File: src/hw/rtl/spg_pkg.sv
// spg_pkg: shared types and constants for the sieve prime generator.
// Used by the channel interfaces, the engine, the map memory and the top level.
package spg_pkg;

   localparam int LIM_W = 16;
   localparam int POS_W = 17;
   localparam int MUL_W = 18;
   localparam int EPOCH_W = 4;

   localparam logic [LIM_W-1:0] LIMIT_RESET = 16'hFFFF;
   localparam logic [POS_W-1:0] SCAN_START = 17'd2;
   localparam logic [EPOCH_W-1:0] EPOCH_FIRST = 4'd1;
   localparam logic [EPOCH_W-1:0] EPOCH_LAST = 4'd15;
   localparam logic [EPOCH_W-1:0] EPOCH_NONE = 4'd0;

   typedef enum logic [2:0] {
      ST_CLEAR,
      ST_IDLE,
      ST_SCAN,
      ST_POST,
      ST_MARK
   } spg_state_type;

   typedef struct packed {
      logic wr_en;
      logic rd_en;
   } spg_ram_ctl_type;

endpackage

File: src/hw/rtl/spg_if.sv
// spg_if: valid/ready channel interfaces for requests and responses.
// Depends on spg_pkg for field widths.
interface spg_req_if;
   logic valid;
   logic ready;
   logic restart;

   modport source (output valid, output restart, input ready);
   modport sink (input valid, input restart, output ready);
endinterface

interface spg_rsp_if;
   logic valid;
   logic ready;
   logic [spg_pkg::LIM_W-1:0] prime;
   logic exhausted;

   modport source (output valid, output prime, output exhausted, input ready);
   modport sink (input valid, input prime, input exhausted, output ready);
endinterface

File: src/hw/rtl/spg_engine.sv
// spg_engine: scan, mark and clear sequencer plus the response register.
// Drives spg_map_ram; uses spg_pkg and the spg_req_if / spg_rsp_if channels.
module spg_engine #(
   parameter int LIMIT_MAX = 65535,
   parameter int MAP_AW = 16
) (
   input  logic                          clock,
   input  logic                          reset,
   spg_req_if.sink                       req_chan,
   spg_rsp_if.source                     rsp_chan,
   input  logic                          csr_wr_en,
   input  logic [spg_pkg::LIM_W-1:0]     lim,
   output spg_pkg::spg_ram_ctl_type      ram_ctl,
   output logic [MAP_AW-1:0]             ram_waddr,
   output logic [spg_pkg::EPOCH_W-1:0]   ram_wdata,
   output logic [MAP_AW-1:0]             ram_raddr,
   input  logic [spg_pkg::EPOCH_W-1:0]   ram_rdata
);

   spg_pkg::spg_state_type state_ff, state_in;

   logic                          busy_ff, busy_in;
   logic                          pend_ff, pend_in;
   logic [spg_pkg::EPOCH_W-1:0]   epoch_ff, epoch_in;
   logic [spg_pkg::POS_W-1:0]     scan_ff, scan_in;
   logic [spg_pkg::POS_W-1:0]     addr_ff, addr_in;
   logic [spg_pkg::POS_W-1:0]     chk_pos_ff, chk_pos_in;
   logic                          chk_vld_ff, chk_vld_in;
   logic [MAP_AW-1:0]             clr_addr_ff, clr_addr_in;
   logic [spg_pkg::POS_W-1:0]     p_ff, p_in;
   logic [spg_pkg::MUL_W-1:0]     m_ff, m_in;
   logic [spg_pkg::LIM_W-1:0]     res_prime_ff, res_prime_in;
   logic                          res_exh_ff, res_exh_in;
   logic                          rsp_valid_ff, rsp_valid_in;
   logic [spg_pkg::LIM_W-1:0]     rsp_prime_ff, rsp_prime_in;
   logic                          rsp_exh_ff, rsp_exh_in;

   logic                          accept;
   logic                          rst_eff;
   logic                          clr_done;
   logic                          chk_exh;
   logic                          chk_found;
   logic                          post_load;
   logic                          mark_go;
   logic [spg_pkg::POS_W-1:0]     lim_pos;

   assign lim_pos = {1'b0, lim};
   assign accept = req_chan.valid && req_chan.ready;
   assign rst_eff = req_chan.restart || pend_ff;
   assign clr_done = (clr_addr_ff == MAP_AW'(LIMIT_MAX));
   assign chk_exh = chk_vld_ff && (chk_pos_ff > lim_pos);
   assign chk_found = chk_vld_ff && !(chk_pos_ff > lim_pos) && (ram_rdata != epoch_ff);
   assign post_load = (state_ff == spg_pkg::ST_POST) && (!rsp_valid_ff || rsp_chan.ready);
   assign mark_go = (m_ff <= {2'b00, lim});

   assign req_chan.ready = (state_ff == spg_pkg::ST_IDLE);
   assign rsp_chan.valid = rsp_valid_ff;
   assign rsp_chan.prime = rsp_prime_ff;
   assign rsp_chan.exhausted = rsp_exh_ff;

   // next state
   always_comb begin
      state_in = state_ff;
      case (state_ff)
         spg_pkg::ST_CLEAR: begin
            if (clr_done) begin
               state_in = busy_ff ? spg_pkg::ST_SCAN : spg_pkg::ST_IDLE;
            end
         end
         spg_pkg::ST_IDLE: begin
            if (accept) begin
               if (rst_eff && (epoch_ff == spg_pkg::EPOCH_LAST)) begin
                  state_in = spg_pkg::ST_CLEAR;
               end else begin
                  state_in = spg_pkg::ST_SCAN;
               end
            end
         end
         spg_pkg::ST_SCAN: begin
            if (chk_exh || chk_found) begin
               state_in = spg_pkg::ST_POST;
            end
         end
         spg_pkg::ST_POST: begin
            if (post_load) begin
               state_in = res_exh_ff ? spg_pkg::ST_IDLE : spg_pkg::ST_MARK;
            end
         end
         spg_pkg::ST_MARK: begin
            if (!mark_go) begin
               state_in = spg_pkg::ST_IDLE;
            end
         end
         default: state_in = spg_pkg::ST_IDLE;
      endcase
   end

   // datapath and outputs
   always_comb begin
      busy_in = busy_ff;
      pend_in = pend_ff;
      epoch_in = epoch_ff;
      scan_in = scan_ff;
      addr_in = addr_ff;
      chk_pos_in = chk_pos_ff;
      chk_vld_in = chk_vld_ff;
      clr_addr_in = clr_addr_ff;
      p_in = p_ff;
      m_in = m_ff;
      res_prime_in = res_prime_ff;
      res_exh_in = res_exh_ff;
      rsp_valid_in = rsp_valid_ff && !rsp_chan.ready;
      rsp_prime_in = rsp_prime_ff;
      rsp_exh_in = rsp_exh_ff;
      ram_ctl.wr_en = 1'b0;
      ram_ctl.rd_en = 1'b0;
      ram_waddr = clr_addr_ff;
      ram_wdata = spg_pkg::EPOCH_NONE;
      ram_raddr = MAP_AW'(addr_ff);

      case (state_ff)
         spg_pkg::ST_CLEAR: begin
            ram_ctl.wr_en = 1'b1;
            clr_addr_in = clr_addr_ff + 1'b1;
            if (clr_done) begin
               busy_in = 1'b0;
            end
         end
         spg_pkg::ST_IDLE: begin
            if (accept) begin
               pend_in = 1'b0;
               chk_vld_in = 1'b0;
               addr_in = rst_eff ? spg_pkg::SCAN_START : scan_ff;
               if (rst_eff) begin
                  if (epoch_ff == spg_pkg::EPOCH_LAST) begin
                     epoch_in = spg_pkg::EPOCH_FIRST;
                     busy_in = 1'b1;
                     clr_addr_in = '0;
                  end else begin
                     epoch_in = epoch_ff + 1'b1;
                  end
               end
            end
         end
         spg_pkg::ST_SCAN: begin
            if (chk_exh) begin
               res_exh_in = 1'b1;
               res_prime_in = '0;
               scan_in = lim_pos + 1'b1;
            end else if (chk_found) begin
               res_exh_in = 1'b0;
               res_prime_in = chk_pos_ff[spg_pkg::LIM_W-1:0];
               p_in = chk_pos_ff;
               m_in = {chk_pos_ff, 1'b0};
               scan_in = chk_pos_ff + 1'b1;
            end else begin
               ram_ctl.rd_en = 1'b1;
               addr_in = addr_ff + 1'b1;
               chk_pos_in = addr_ff;
               chk_vld_in = 1'b1;
            end
         end
         spg_pkg::ST_POST: begin
            if (post_load) begin
               rsp_valid_in = 1'b1;
               rsp_prime_in = res_prime_ff;
               rsp_exh_in = res_exh_ff;
            end
         end
         spg_pkg::ST_MARK: begin
            if (mark_go) begin
               ram_ctl.wr_en = 1'b1;
               ram_waddr = MAP_AW'(m_ff);
               ram_wdata = epoch_ff;
               m_in = m_ff + {1'b0, p_ff};
            end
         end
         default: begin
            busy_in = 1'b0;
         end
      endcase

      if (csr_wr_en) begin
         pend_in = 1'b1;
      end
   end

   always_ff @(posedge clock) begin
      if (reset) begin
         state_ff <= spg_pkg::ST_CLEAR;
         busy_ff <= 1'b0;
         pend_ff <= 1'b0;
         epoch_ff <= spg_pkg::EPOCH_FIRST;
         scan_ff <= spg_pkg::SCAN_START;
         chk_vld_ff <= 1'b0;
         clr_addr_ff <= '0;
         rsp_valid_ff <= 1'b0;
      end else begin
         state_ff <= state_in;
         busy_ff <= busy_in;
         pend_ff <= pend_in;
         epoch_ff <= epoch_in;
         scan_ff <= scan_in;
         chk_vld_ff <= chk_vld_in;
         clr_addr_ff <= clr_addr_in;
         rsp_valid_ff <= rsp_valid_in;
      end
   end

   always_ff @(posedge clock) begin
      addr_ff <= addr_in;
      chk_pos_ff <= chk_pos_in;
      p_ff <= p_in;
      m_ff <= m_in;
      res_prime_ff <= res_prime_in;
      res_exh_ff <= res_exh_in;
      rsp_prime_ff <= rsp_prime_in;
      rsp_exh_ff <= rsp_exh_in;
   end

`ifndef SYNTHESIS
   a_no_rw_overlap: assert property (@(posedge clock) disable iff (reset)
      !(ram_ctl.wr_en && ram_ctl.rd_en))
      else $error("map read and write in the same cycle");

   a_epoch_live: assert property (@(posedge clock) disable iff (reset)
      epoch_ff != spg_pkg::EPOCH_NONE)
      else $error("epoch tag equals the cleared tag");

   a_prime_min: assert property (@(posedge clock) disable iff (reset)
      (post_load && !res_exh_ff) |=> (rsp_prime_ff >= 16'd2))
      else $error("reported prime below two");

   a_exh_zero: assert property (@(posedge clock) disable iff (reset)
      (post_load && res_exh_ff) |=> (rsp_prime_ff == '0))
      else $error("exhausted response carries nonzero prime");

   a_mark_above: assert property (@(posedge clock) disable iff (reset)
      (state_ff == spg_pkg::ST_MARK) |-> (m_ff > {1'b0, p_ff}))
      else $error("marking at or below the prime");
`endif

endmodule

File: src/flat_wrapper.sv
// flat-port wrapper written by rule: the top's interface ports become plain ports
module spg_engine_flat 
#(
   parameter int LIMIT_MAX = 65535,
   parameter int MAP_AW = 16
)
  (clock, reset, csr_wr_en, lim, ram_ctl, ram_waddr, ram_wdata, ram_raddr, ram_rdata, req_chan_valid, req_chan_restart, req_chan_ready, rsp_chan_valid, rsp_chan_prime, rsp_chan_exhausted, rsp_chan_ready);
  spg_req_if req_chan_i ();
  spg_rsp_if rsp_chan_i ();
  input  logic clock;
  input  logic reset;
  input  logic csr_wr_en;
  input  logic [spg_pkg::LIM_W-1:0] lim;
  output spg_pkg::spg_ram_ctl_type ram_ctl;
  output logic [MAP_AW-1:0] ram_waddr;
  output logic [spg_pkg::EPOCH_W-1:0] ram_wdata;
  output logic [MAP_AW-1:0] ram_raddr;
  input  logic [spg_pkg::EPOCH_W-1:0] ram_rdata;
  input wire logic [$bits(req_chan_i.valid)-1:0] req_chan_valid;
  input wire logic [$bits(req_chan_i.restart)-1:0] req_chan_restart;
  output wire logic [$bits(req_chan_i.ready)-1:0] req_chan_ready;
  output wire logic [$bits(rsp_chan_i.valid)-1:0] rsp_chan_valid;
  output wire logic [$bits(rsp_chan_i.prime)-1:0] rsp_chan_prime;
  output wire logic [$bits(rsp_chan_i.exhausted)-1:0] rsp_chan_exhausted;
  input wire logic [$bits(rsp_chan_i.ready)-1:0] rsp_chan_ready;
  assign req_chan_i.valid = req_chan_valid;
  assign req_chan_i.restart = req_chan_restart;
  assign req_chan_ready = req_chan_i.ready;
  assign rsp_chan_valid = rsp_chan_i.valid;
  assign rsp_chan_prime = rsp_chan_i.prime;
  assign rsp_chan_exhausted = rsp_chan_i.exhausted;
  assign rsp_chan_i.ready = rsp_chan_ready;
  spg_engine #(.LIMIT_MAX(LIMIT_MAX), .MAP_AW(MAP_AW)) u_core (.clock(clock), .reset(reset), .req_chan(req_chan_i), .rsp_chan(rsp_chan_i), .csr_wr_en(csr_wr_en), .lim(lim), .ram_ctl(ram_ctl), .ram_waddr(ram_waddr), .ram_wdata(ram_wdata), .ram_raddr(ram_raddr), .ram_rdata(ram_rdata));
endmodule
File: config.mk
export PLATFORM = sky130hd
export DESIGN_NAME = spg_engine_flat
export DESIGN_NICKNAME = d
export VERILOG_FILES = /design/src/hw/rtl/spg_pkg.sv /design/src/hw/rtl/spg_if.sv /design/src/hw/rtl/spg_engine.sv /design/src/flat_wrapper.sv
export SDC_FILE = /design/constraint.sdc
export NUM_CORES = 1
export LEC_CHECK = 0
export BUFFER_PORTS_ARGS = -buffer_cell sky130_fd_sc_hd__buf_4
export CAP_MARGIN = 20
export CORE_ASPECT_RATIO = 1.5
export CORE_MARGIN = 4
export CORE_UTILIZATION = 40
export DETAILED_ROUTE_END_ITERATION = 10
export PLACE_DENSITY = 0.59
export SKIP_LAST_GASP = 1
export SLEW_MARGIN = 20
export SYNTH_ARGS = -nofsm -noshare
export SYNTH_HDL_FRONTEND = slang
export SYNTH_SLANG_ARGS = --single-unit
File: constraint.sdc
create_clock -name clock -period 4.55 [get_ports clock]
set_input_delay 0 -clock clock [delete_from_list [all_inputs] [get_ports clock]]
set_output_delay 0 -clock clock [all_outputs]
set_load 0.1 [all_outputs]
Yosys cells after proc, flatten, opt, wreduce, memory -nomap -nowiden
Cells that the tools add are included.

Register bits: 147. Latch bits: 0. Memory bits (writable): 0. Memory bits (read-only): 0. Input port bits: 26. Word-level logic and storage cells: 126. Memories: 0.

Add/subtract/negate cells: 6. Multiply operators: 0. Divide/modulo/power cells: 0. Order comparisons: 2. Equal/unequal tests: 18. Shift-type cells: 0. Multiplexer cells: 49. Bitwise gates (word level): 3. Reductions and logical operators: 32.

Operators with widths (count): 17-bit 2-to-1 mux (6); 16-bit 2-to-1 mux (6); 18-bit 2-to-1 mux (3); 18-bit case mux with 2 select lines (1); 17-bit by 1-bit adder with 17-bit output (second input constant) (2); 17-bit case mux with 2 select lines (1); 16-bit case mux with 2 select lines (1); 18-bit by 17-bit adder with 18-bit output (1); 18-bit by 16-bit less-or-equal comparator with 1-bit output (1); 3-bit 2-to-1 mux (6); 16-bit by 1-bit adder with 17-bit output (second input constant) (1); 17-bit by 16-bit > comparator with 1-bit output (1); 16-bit by 1-bit adder with 16-bit output (second input constant) (1); 16-bit == test (second input constant) (1); 1-bit 2-to-1 mux (16); 3-bit case mux with 5 select lines (1); 4-bit 2-to-1 mux (3); 2-bit != test (second input constant) (6); 4-bit AND reduction (3); 2-bit nonzero test (6); 2-bit by 1-bit != test with 1-bit output (second input constant) (5); 5-bit AND reduction (2); 3-bit AND reduction (3); 1-bit logical AND (7); other kinds (15) (26).

Longest topological paths before layout
Gate-level depths: netlist of run 1.

Word-level depth: 7. Depth in mapped cells: 19. Mapped depth without buffers: 17.

Worst setup path after synthesis of run 1
Ideal clock, no wire load.

Path type: register to register. From: register u_core.chk_pos_ff[2] (netlist bit). To: register u_core.addr_ff[0] (netlist bit), enable pin. Setup time: 376 ps. Arrival: 3913 ps. Required time: 4174 ps. Setup slack: 261 ps. Stages on the path, launching flop included: 10. Path buffers: 1. Period minus slack after synthesis: 4289 ps. Cell sequence: edfxtp_1 > ha_1 > a21o_1 > a21o_1 > a211oi_2 > o221ai_4 > a21o_1 > buf_4 > a21oi_2 > nand2b_1.

Cells in the longest elaborated chain, start to end: 6. Elaborated cells on any way between the ends: 8.

Ends and longest elaborated chain: start, declared (line spg_engine.sv:27) `logic [spg_pkg::POS_W-1:0] chk_pos_ff, chk_pos_in;`; start signal, assigned (line spg_engine.sv:212) `chk_pos_ff <= chk_pos_in;`; 17-bit by 16-bit > comparator with 1-bit output * (line spg_engine.sv:51, spg_engine.sv:52); 1-bit logical NOT (line spg_engine.sv:52) `assign chk_found = chk_vld_ff && !(chk_pos_ff > lim_pos) && (ram_rdata != epoch_ff);`; 1-bit logical AND (2 in a row) (line spg_engine.sv:52); 2-bit != test (no source line); 4-bit AND reduction (no source line) *; end signal, assigned (line spg_engine.sv:211) `addr_ff <= addr_in;`; end, declared (line spg_engine.sv:26) `logic [spg_pkg::POS_W-1:0] addr_ff, addr_in;`.

Mark *: on every way between the ends. The rest lies on a longest branch, timed or not. A chain may end at the register's enable or synchronous reset.

Worst setup path in the final report of run 1
From: register u_core.chk_pos_ff[14] (netlist bit). To: register u_core.scan_ff[16] (netlist bit).

Cells in the longest elaborated chain, start to end: 6. Elaborated cells on any way between the ends: 10.

Ends and longest elaborated chain: 17-bit by 16-bit > comparator with 1-bit output (line spg_engine.sv:51, spg_engine.sv:52); 1-bit logical NOT (line spg_engine.sv:52); 1-bit logical AND (2 in a row) (line spg_engine.sv:52); 2-bit nonzero test (no source line); 2-bit AND reduction (no source line); end signal, assigned (line spg_engine.sv:194) `scan_ff <= spg_pkg::SCAN_START;`; end signal, assigned (line spg_engine.sv:203) `scan_ff <= scan_in;`; end, declared (line spg_engine.sv:25) `logic [spg_pkg::POS_W-1:0] scan_ff, scan_in;`.

Parallel ways exist; a longest one is shown, timed or not. The select of a mux whose other input is x is not followed.

==> reports/metrics.yaml, run 1 <==
run_status:
  status: "finished clean"
route:
  firstDrtPassIters: 4
  avgRoutedWirePerCell_microns: 19.7
  drcViolationCount: 0
  finalWirelength_microns: 23600
  ant_nets: 0
  via_count: 6491
  post_drt_via_cell_ratio: 5.41
  drtIter0Drc: 412
pwr:
  leakagePower_nw: 3.91
  ir_drop_mv: 0.267
  power_per_cell_area_nw_per_um2: 292
yosys:
  synthDistinctLibCells: 69
  synth_area_leader_cell: "edfxtp_1"
  ys_warn_count: 0
  syn_inst: 840
  synthTopCellsByArea: "edfxtp_1, dfxtp_1, ha_1"
  async_reset_ff_share_pct: 0
  synth_top_area_share_pct: 36.2
  synth_seq_area_share_pct: 46.5
  syn_nets: 920
  syn-cell-area_sq_um: 8540
  syn_area_per_cell_sq_um: 10.2
  synth_edf_count: 103
  synth_ff_type: "edfxtp_1"
  synth-seq-cells: 147
critical_path:
  critPathMaxStageDelay_ns: 0.50
  r2r-start: "u_core.chk_pos_ff[14]"
  start_kind: "flip-flop"
  worst-path-max-fanout: 28
  criticalPathCategory: "flip-flop to flip-flop"
  cp_slowest_cell: "edfxtp_1"
  cp.arrival_ns: 4.42
  worstPathCellList: "ha_1 > a21o_1 > a211oi_1 > o221a_2 > nor2_8 > nor2b_1 > a21o_1 > ha_1 > buf_4 > nand4_1 > nor4b_2 > o21ai_0 > a311oi_1"
  cp-end-kind: "flip-flop"
  r2r_slack_ns: 0.48
  r2r-end: "u_core.scan_ff[16]"
  worstPathRequired_ns: 4.90
  rr_worst_depth: 13
layout:
  num_antenna_cells: 0
  syn_to_final_growth_pct: 17.1
  fillers: 1983
  nNetsFinal: 999
  multiInputGateArea_sq_um: 4120
  drive_above_1_share_pct: 18.1
  final_area_sq_um: 10000
  area.sequential_sq_um: 3970
floorplan:
  die_y_microns: 187
  start_util_pct: 40.5
  ios: 83
  coreArea_sq_um: 21100
  row_count: 65
  die_x_microns: 127
  die_area_sq_um: 23800
timing:
  setup_ws_ns: 0.479
  timing.final.crit_period_ns: 4.07
  slew_headroom_pct: 41.8
  slew_viol_final: 0
  clock.fmax_mhz: 246
  finalClockSkew_ns: 0.00869
  rsz0062_at_grt: "no"
  final_min_period_over_clock_period_pct: 89.5
  whs_ns: 0.0401
  setup_viol: 0
  tns_ns: 0
  timing_hold_violations_final: 0
  worstMarginPinSlew_ns: 0.871
clock_network:
  post_cts_buffers: 0
  htreeDepth: 4
  clockBufferDepth: 2
  clock_latency_ns: 0.44
  cts_inserted_buffers: 17
  cts_tree: "yes"
  cts_sinks: 147
  path_clk_slew_ns: 0.07
  cts_root_buf: "clkbuf_16"
place:
  dpl.hpwl_microns: 18000
  placed_area_sq_um: 9340
  gp_congestion: 0.877
  dp_worst_setup_slack_ns: 0.268
  numPortBuffers: 82
grt:
  grt_pass1_wl_microns: 37700
  grt_max_degree: 37
  track_usage_pct: 20.6
  antenna_found_initial: 0
  grt_pass1_vias: 6785
  overflow: 0
run:
  drv_cap: 0
worst_hold_path:
  hold-path-cell-count: 5
  min_from: "lim[5]"
  hold_end: "u_core.scan_ff[5]"
  hold_class: "input port to flip-flop"
worst max-delay path by stage:
stage | slack, ns | cells after the start | startpoint | endpoint
global route | 0.05 | 16 | u_core.chk_pos_ff[14] | u_core.scan_ff[10]
global placement | 0.30 | 13 | u_core.chk_pos_ff[14] | u_core.scan_ff[16]
CTS | 0.23 | 13 | u_core.chk_pos_ff[14] | u_core.scan_ff[16]
floorplan | 0.26 | 9 | u_core.chk_pos_ff[2] | u_core.addr_ff[0]
detailed placement | 0.27 | 13 | u_core.chk_pos_ff[14] | u_core.scan_ff[16]
finish | 0.48 | 13 | u_core.chk_pos_ff[14] | u_core.scan_ff[16]
what timing repair did:
item                                    CTS  global route
hold buffers                              8             0
hold endpoints to repair                 27             0
gates resized for setup                   0             2
endpoints found under the setup margin    0             3
metrics by stage:
stage	total power (W)	util, %	instances
after floorplan	0.00153	-	840
after global placement	0.00157	44.3	1160
after detailed placement	0.00157	44.3	1160
after CTS	0.00295	47.4	1200
after global routing	0.00301	47.5	1200
final	0.00292	47.5	1200
critical path: cells and delay by family, from the launching register on:
kind	cells	cell delay, ns
and+or+nand+nor	4	1.11
adders and majority gates	2	0.53
AOI/OAI and AO/OA	6	1.65
DFF	1	0.50
buffers and inverters	1	0.17
layer usage:
layer	global-route usage [%]	vias up	part of all wire, %
met1	24.6	3081	41
li1	-	3216	-
met5	0	-	0
met3	3.57	45	3.8
met4	9.41	0	3.8
met2	35.7	149	52
layout by cell type, fill, tap and decap left out, types with 11 or more instances in the layout:
master and instances:
dfxtp_1 44, nor3_1 13, nand3_1 56, nand4_1 24
xnor2_1 38, a21oi_1 40, xor2_1 33, o21ai_0 64
clkbuf_16 17, nor2_1 58, and3_1 11, buf_4 99
nor2b_1 21, ha_1 53, mux2_2 14, inv_1 46
nand2_1 58, edfxtp_1 103, a21o_1 12
kinds of logic (layout without fill, tap and decap cells):
kind of cell / Yosys count / in the layout / synth area share [%]
and+or+nand+nor: 281 / 281 / 17.2
AOI/OAI and AO/OA: 177 / 177 / 13.6
DFF: 147 / 147 / 46.5
buffers and inverters: 94 / 186 / 5.35
xor gates and xnor gates: 71 / 71 / 7.28
adders and majority gates: 54 / 54 / 8.00
muxes: 16 / 16 / 2.08
final cells by class:
type / count / area share [%]
inverter: 47 / 1.76
timing repair buffer: 107 / 8.23
tap: 268 / 3.35
sequential: 147 / 39.7
clock buffer: 17 / 4.25
clock inverter: 15 / 1.49
multi-input combinational: 599 / 41.2
sequential cells by signal (all words and copies together) (netlist names), 3 cells and up:
| name | cells |
|---|---|
| u_core.m_ff | 18 |
| u_core.addr_ff | 17 |
| u_core.scan_ff | 17 |
| u_core.clr_addr_ff | 16 |
| u_core.res_prime_ff | 16 |
| u_core.p_ff | 17 |
| u_core.epoch_ff | 4 |
| u_core.rsp_chan.prime | 16 |
| u_core.chk_pos_ff | 17 |
| u_core.state_ff | 3 |
synthesized netlist by cell type (3+ instances only):
| cell type | instances |
|---|---|
| edfxtp_1 | 103 |
| o21ai_0 | 64 |
| nand2_1 | 58 |
| nor2_1 | 58 |
| nand3_1 | 56 |
| ha_1 | 53 |
| inv_1 | 46 |
| dfxtp_1 | 44 |
| a21oi_1 | 40 |
| xnor2_1 | 38 |
| xor2_1 | 33 |
| nand4_1 | 24 |
| buf_4 | 21 |
| nor2b_1 | 21 |
| clkbuf_1 | 15 |
| mux2_2 | 14 |
| nor3_1 | 13 |
| a21o_1 | 12 |
| and3_1 | 11 |
| and4_1 | 9 |
| o2111ai_1 | 9 |
| a211oi_1 | 8 |
| buf_2 | 8 |
| and2_1 | 5 |
| nand2b_1 | 5 |
| o21a_1 | 4 |
| o21bai_1 | 4 |
| o31ai_1 | 4 |
| or3_1 | 4 |
| a31oi_1 | 3 |
| nor4b_1 | 3 |
where the power goes:
group          total, W  switching (W)  internal (W)
registers       0.00142     0.00000346       0.00142
logic          0.000131      0.0000822     0.0000485
clock network   0.00137       0.000608      0.000764
Note: power is estimated with default switching activity, not from simulation.
==> run 2: changes to the inputs <==
--- a/config.mk
+++ b/config.mk
@@ -9,9 +9,9 @@
 export CAP_MARGIN = 20
 export CORE_ASPECT_RATIO = 1.5
 export CORE_MARGIN = 4
-export CORE_UTILIZATION = 40
+export CORE_UTILIZATION = 45
 export DETAILED_ROUTE_END_ITERATION = 10
-export PLACE_DENSITY = 0.59
+export PLACE_DENSITY = 0.64
 export SKIP_LAST_GASP = 1
 export SLEW_MARGIN = 20
 export SYNTH_ARGS = -nofsm -noshare
==> run 2 against run 1 <==
Effect of this change: largest cell class unchanged; highest routed layer unchanged; register-to-register slack worse by 0.11 ns; combinational power hardly changed; sequential cell count stayed put; clock skew is 0.0030 ns higher.
==> reports/metrics.yaml, run 2 (same netlist as run 1, synthesis figures left out) <==
pwr:
  power_per_cell_area_nw_per_um2: 287
  leakagePower_nw: 3.90
  ir_drop_mv: 0.237
clock_network:
  clockBufferDepth: 2
  cts_inserted_buffers: 17
  htreeDepth: 4
  cts_root_buf: "clkbuf_16"
  post_cts_buffers: 0
  cts_sinks: 147
  path_clk_slew_ns: 0.06
  cts_tree: "yes"
  clock_latency_ns: 0.42
critical_path:
  criticalPathCategory: "flip-flop to flip-flop"
  r2r-start: "u_core.chk_pos_ff[13]"
  crit_top_cell: "ha_1"
  critPathMaxStageDelay_ns: 0.57
  worstPathCellList: "ha_1 > nand4b_4 > nor3_1 > nand3_1 > nand2_2 > nor2_8 > nor2b_1 > a21o_1 > ha_1 > buf_4 > nand4_1 > nor4b_1 > o21ai_0 > a311oi_1 > dlygate4sd3_1"
  cp-end-kind: "flip-flop"
  worst-path-max-fanout: 28
  start_kind: "flip-flop"
  rr_worst_depth: 15
  worstPathRequired_ns: 4.92
  cp.arrival_ns: 4.55
  cp.depth: 15
  worst-path-buf-inv: 2
  r2r_slack_ns: 0.37
  r2r-end: "u_core.scan_ff[16]"
  critPathTopFamily: "simple AND/OR/NAND/NOR gates"
  cp_slowest_cell: "dlygate4sd3_1"
run:
  drv_cap: 0
worst_hold_path:
  hold_class: "input port to flip-flop"
  min_from: "lim[5]"
  hold-path-cell-count: 5
  hold_end: "u_core.scan_ff[5]"
layout:
  nNetsFinal: 1001
  final_common_cell: "edfxtp_1"
  drive_above_1_share_pct: 17.7
  num_antenna_cells: 0
  final_cell_mix: "edfxtp_1, buf_4, o21ai_0, nor2_1, nand2_1"
  final_area_sq_um: 9960
  syn_to_final_growth_pct: 16.6
  fillers: 1729
  largest-register: "u_core.m_ff"
  largest_reg_flops: 18
floorplan:
  die_y_microns: 177
  ios: 83
  coreArea_sq_um: 18600
  row_count: 61
  die_area_sq_um: 21300
  start_util_pct: 45.9
  die_x_microns: 120
place:
  numPortBuffers: 82
  dpl.hpwl_microns: 17300
  placed_area_sq_um: 9330
  gp_congestion: 0.919
  dp_worst_setup_slack_ns: 0.415
grt:
  grt_max_degree: 37
  overflow: 0
  antenna_found_initial: 0
  grt_pass1_wl_microns: 36000
  track_usage_pct: 21.8
  grt_pass1_vias: 6616
route:
  drtIter0Drc: 420
  via_count: 6609
  firstDrtPassIters: 4
  post_drt_via_cell_ratio: 5.58
  avgRoutedWirePerCell_microns: 19.2
  drcViolationCount: 0
  ant_nets: 0
  finalWirelength_microns: 22700
timing:
  worstMarginPinSlew_ns: 0.864
  timing.final.crit_period_ns: 4.18
  tns_ns: 0
  setup_viol: 0
  setup_ws_ns: 0.368
  slew_headroom_pct: 42.3
  slew_viol_final: 0
  rsz0062_at_grt: "no"
  clock.fmax_mhz: 239
  timing_hold_violations_final: 0
  finalClockSkew_ns: 0.0117
  final_min_period_over_clock_period_pct: 91.9
  whs_ns: 0.0642
run_status:
  status: "finished clean"
==> run 2: worst max path at each step <==
stage | endpoint | start
3_3_place_gp | u_core.scan_ff[10] | u_core.chk_pos_ff[14]
5_1_grt | u_core.scan_ff[16] | u_core.chk_pos_ff[14]
3_5_place_dp | u_core.scan_ff[10] | u_core.chk_pos_ff[14]
4_1_cts | u_core.scan_ff[16] | u_core.chk_pos_ff[14]
6_report | u_core.scan_ff[16] | u_core.chk_pos_ff[13]
2_1_floorplan | u_core.addr_ff[0] | u_core.chk_pos_ff[2]
==> run 2: report_power, final <==
part / switching, W / leakage (nW) / internal (W)
Sequential: 0.00000344 / 1.31 / 0.00142
Combinational: 0.0000810 / 2.34 / 0.0000484
Clock: 0.000561 / 0.251 / 0.000749
Total: 0.000645 / 3.90 / 0.00221
==> run 2: worst register-to-register path, delay by kind of cell (launching register included) <==
kind | cells | cell delay [ns]
buf+inv | 2 | 0.73
compound gates | 3 | 0.56
fa+ha+maj | 2 | 0.53
simple gates | 8 | 1.80
flops | 1 | 0.51
==> run 2: layout make-up <==
class	count	area [sq um]	area share, %
inverters	47	176	1.77
flip-flops and latches	147	3970	39.9
clock inverters	12	108	1.08
well taps	252	315	3.17
repair buffers	109	841	8.44
multi-input cells	599	4110	41.3
clock buffers	19	433	4.35
==> run 2: what timing repair did <==
item,4_1_cts,5_1_grt
hold buffers,9,0
resized for setup,0,2
setup endpoints to repair,0,2
hold endpoints to repair,26,0
==> run 2: metal layers <==
layer | vias to the layer above | track usage [%] | wire [microns]
li1 | 3209 | - | -
met5 | - | 0 | 0
met3 | 38 | 3.49 | 1040
met2 | 186 | 38.2 | 11700
met1 | 3176 | 26.6 | 9170
met4 | 0 | 8.79 | 800
==> run 2: metrics by stage <==
stage	cells	util, %	total power [W]
2_1_floorplan	840	-	0.00153
3_3_place_gp	1145	50.1	0.00157
3_5_place_dp	1145	50.1	0.00157
4_1_cts	1185	53.5	0.00288
5_1_grt	1185	53.5	0.00294
6_report	1185	53.5	0.00286
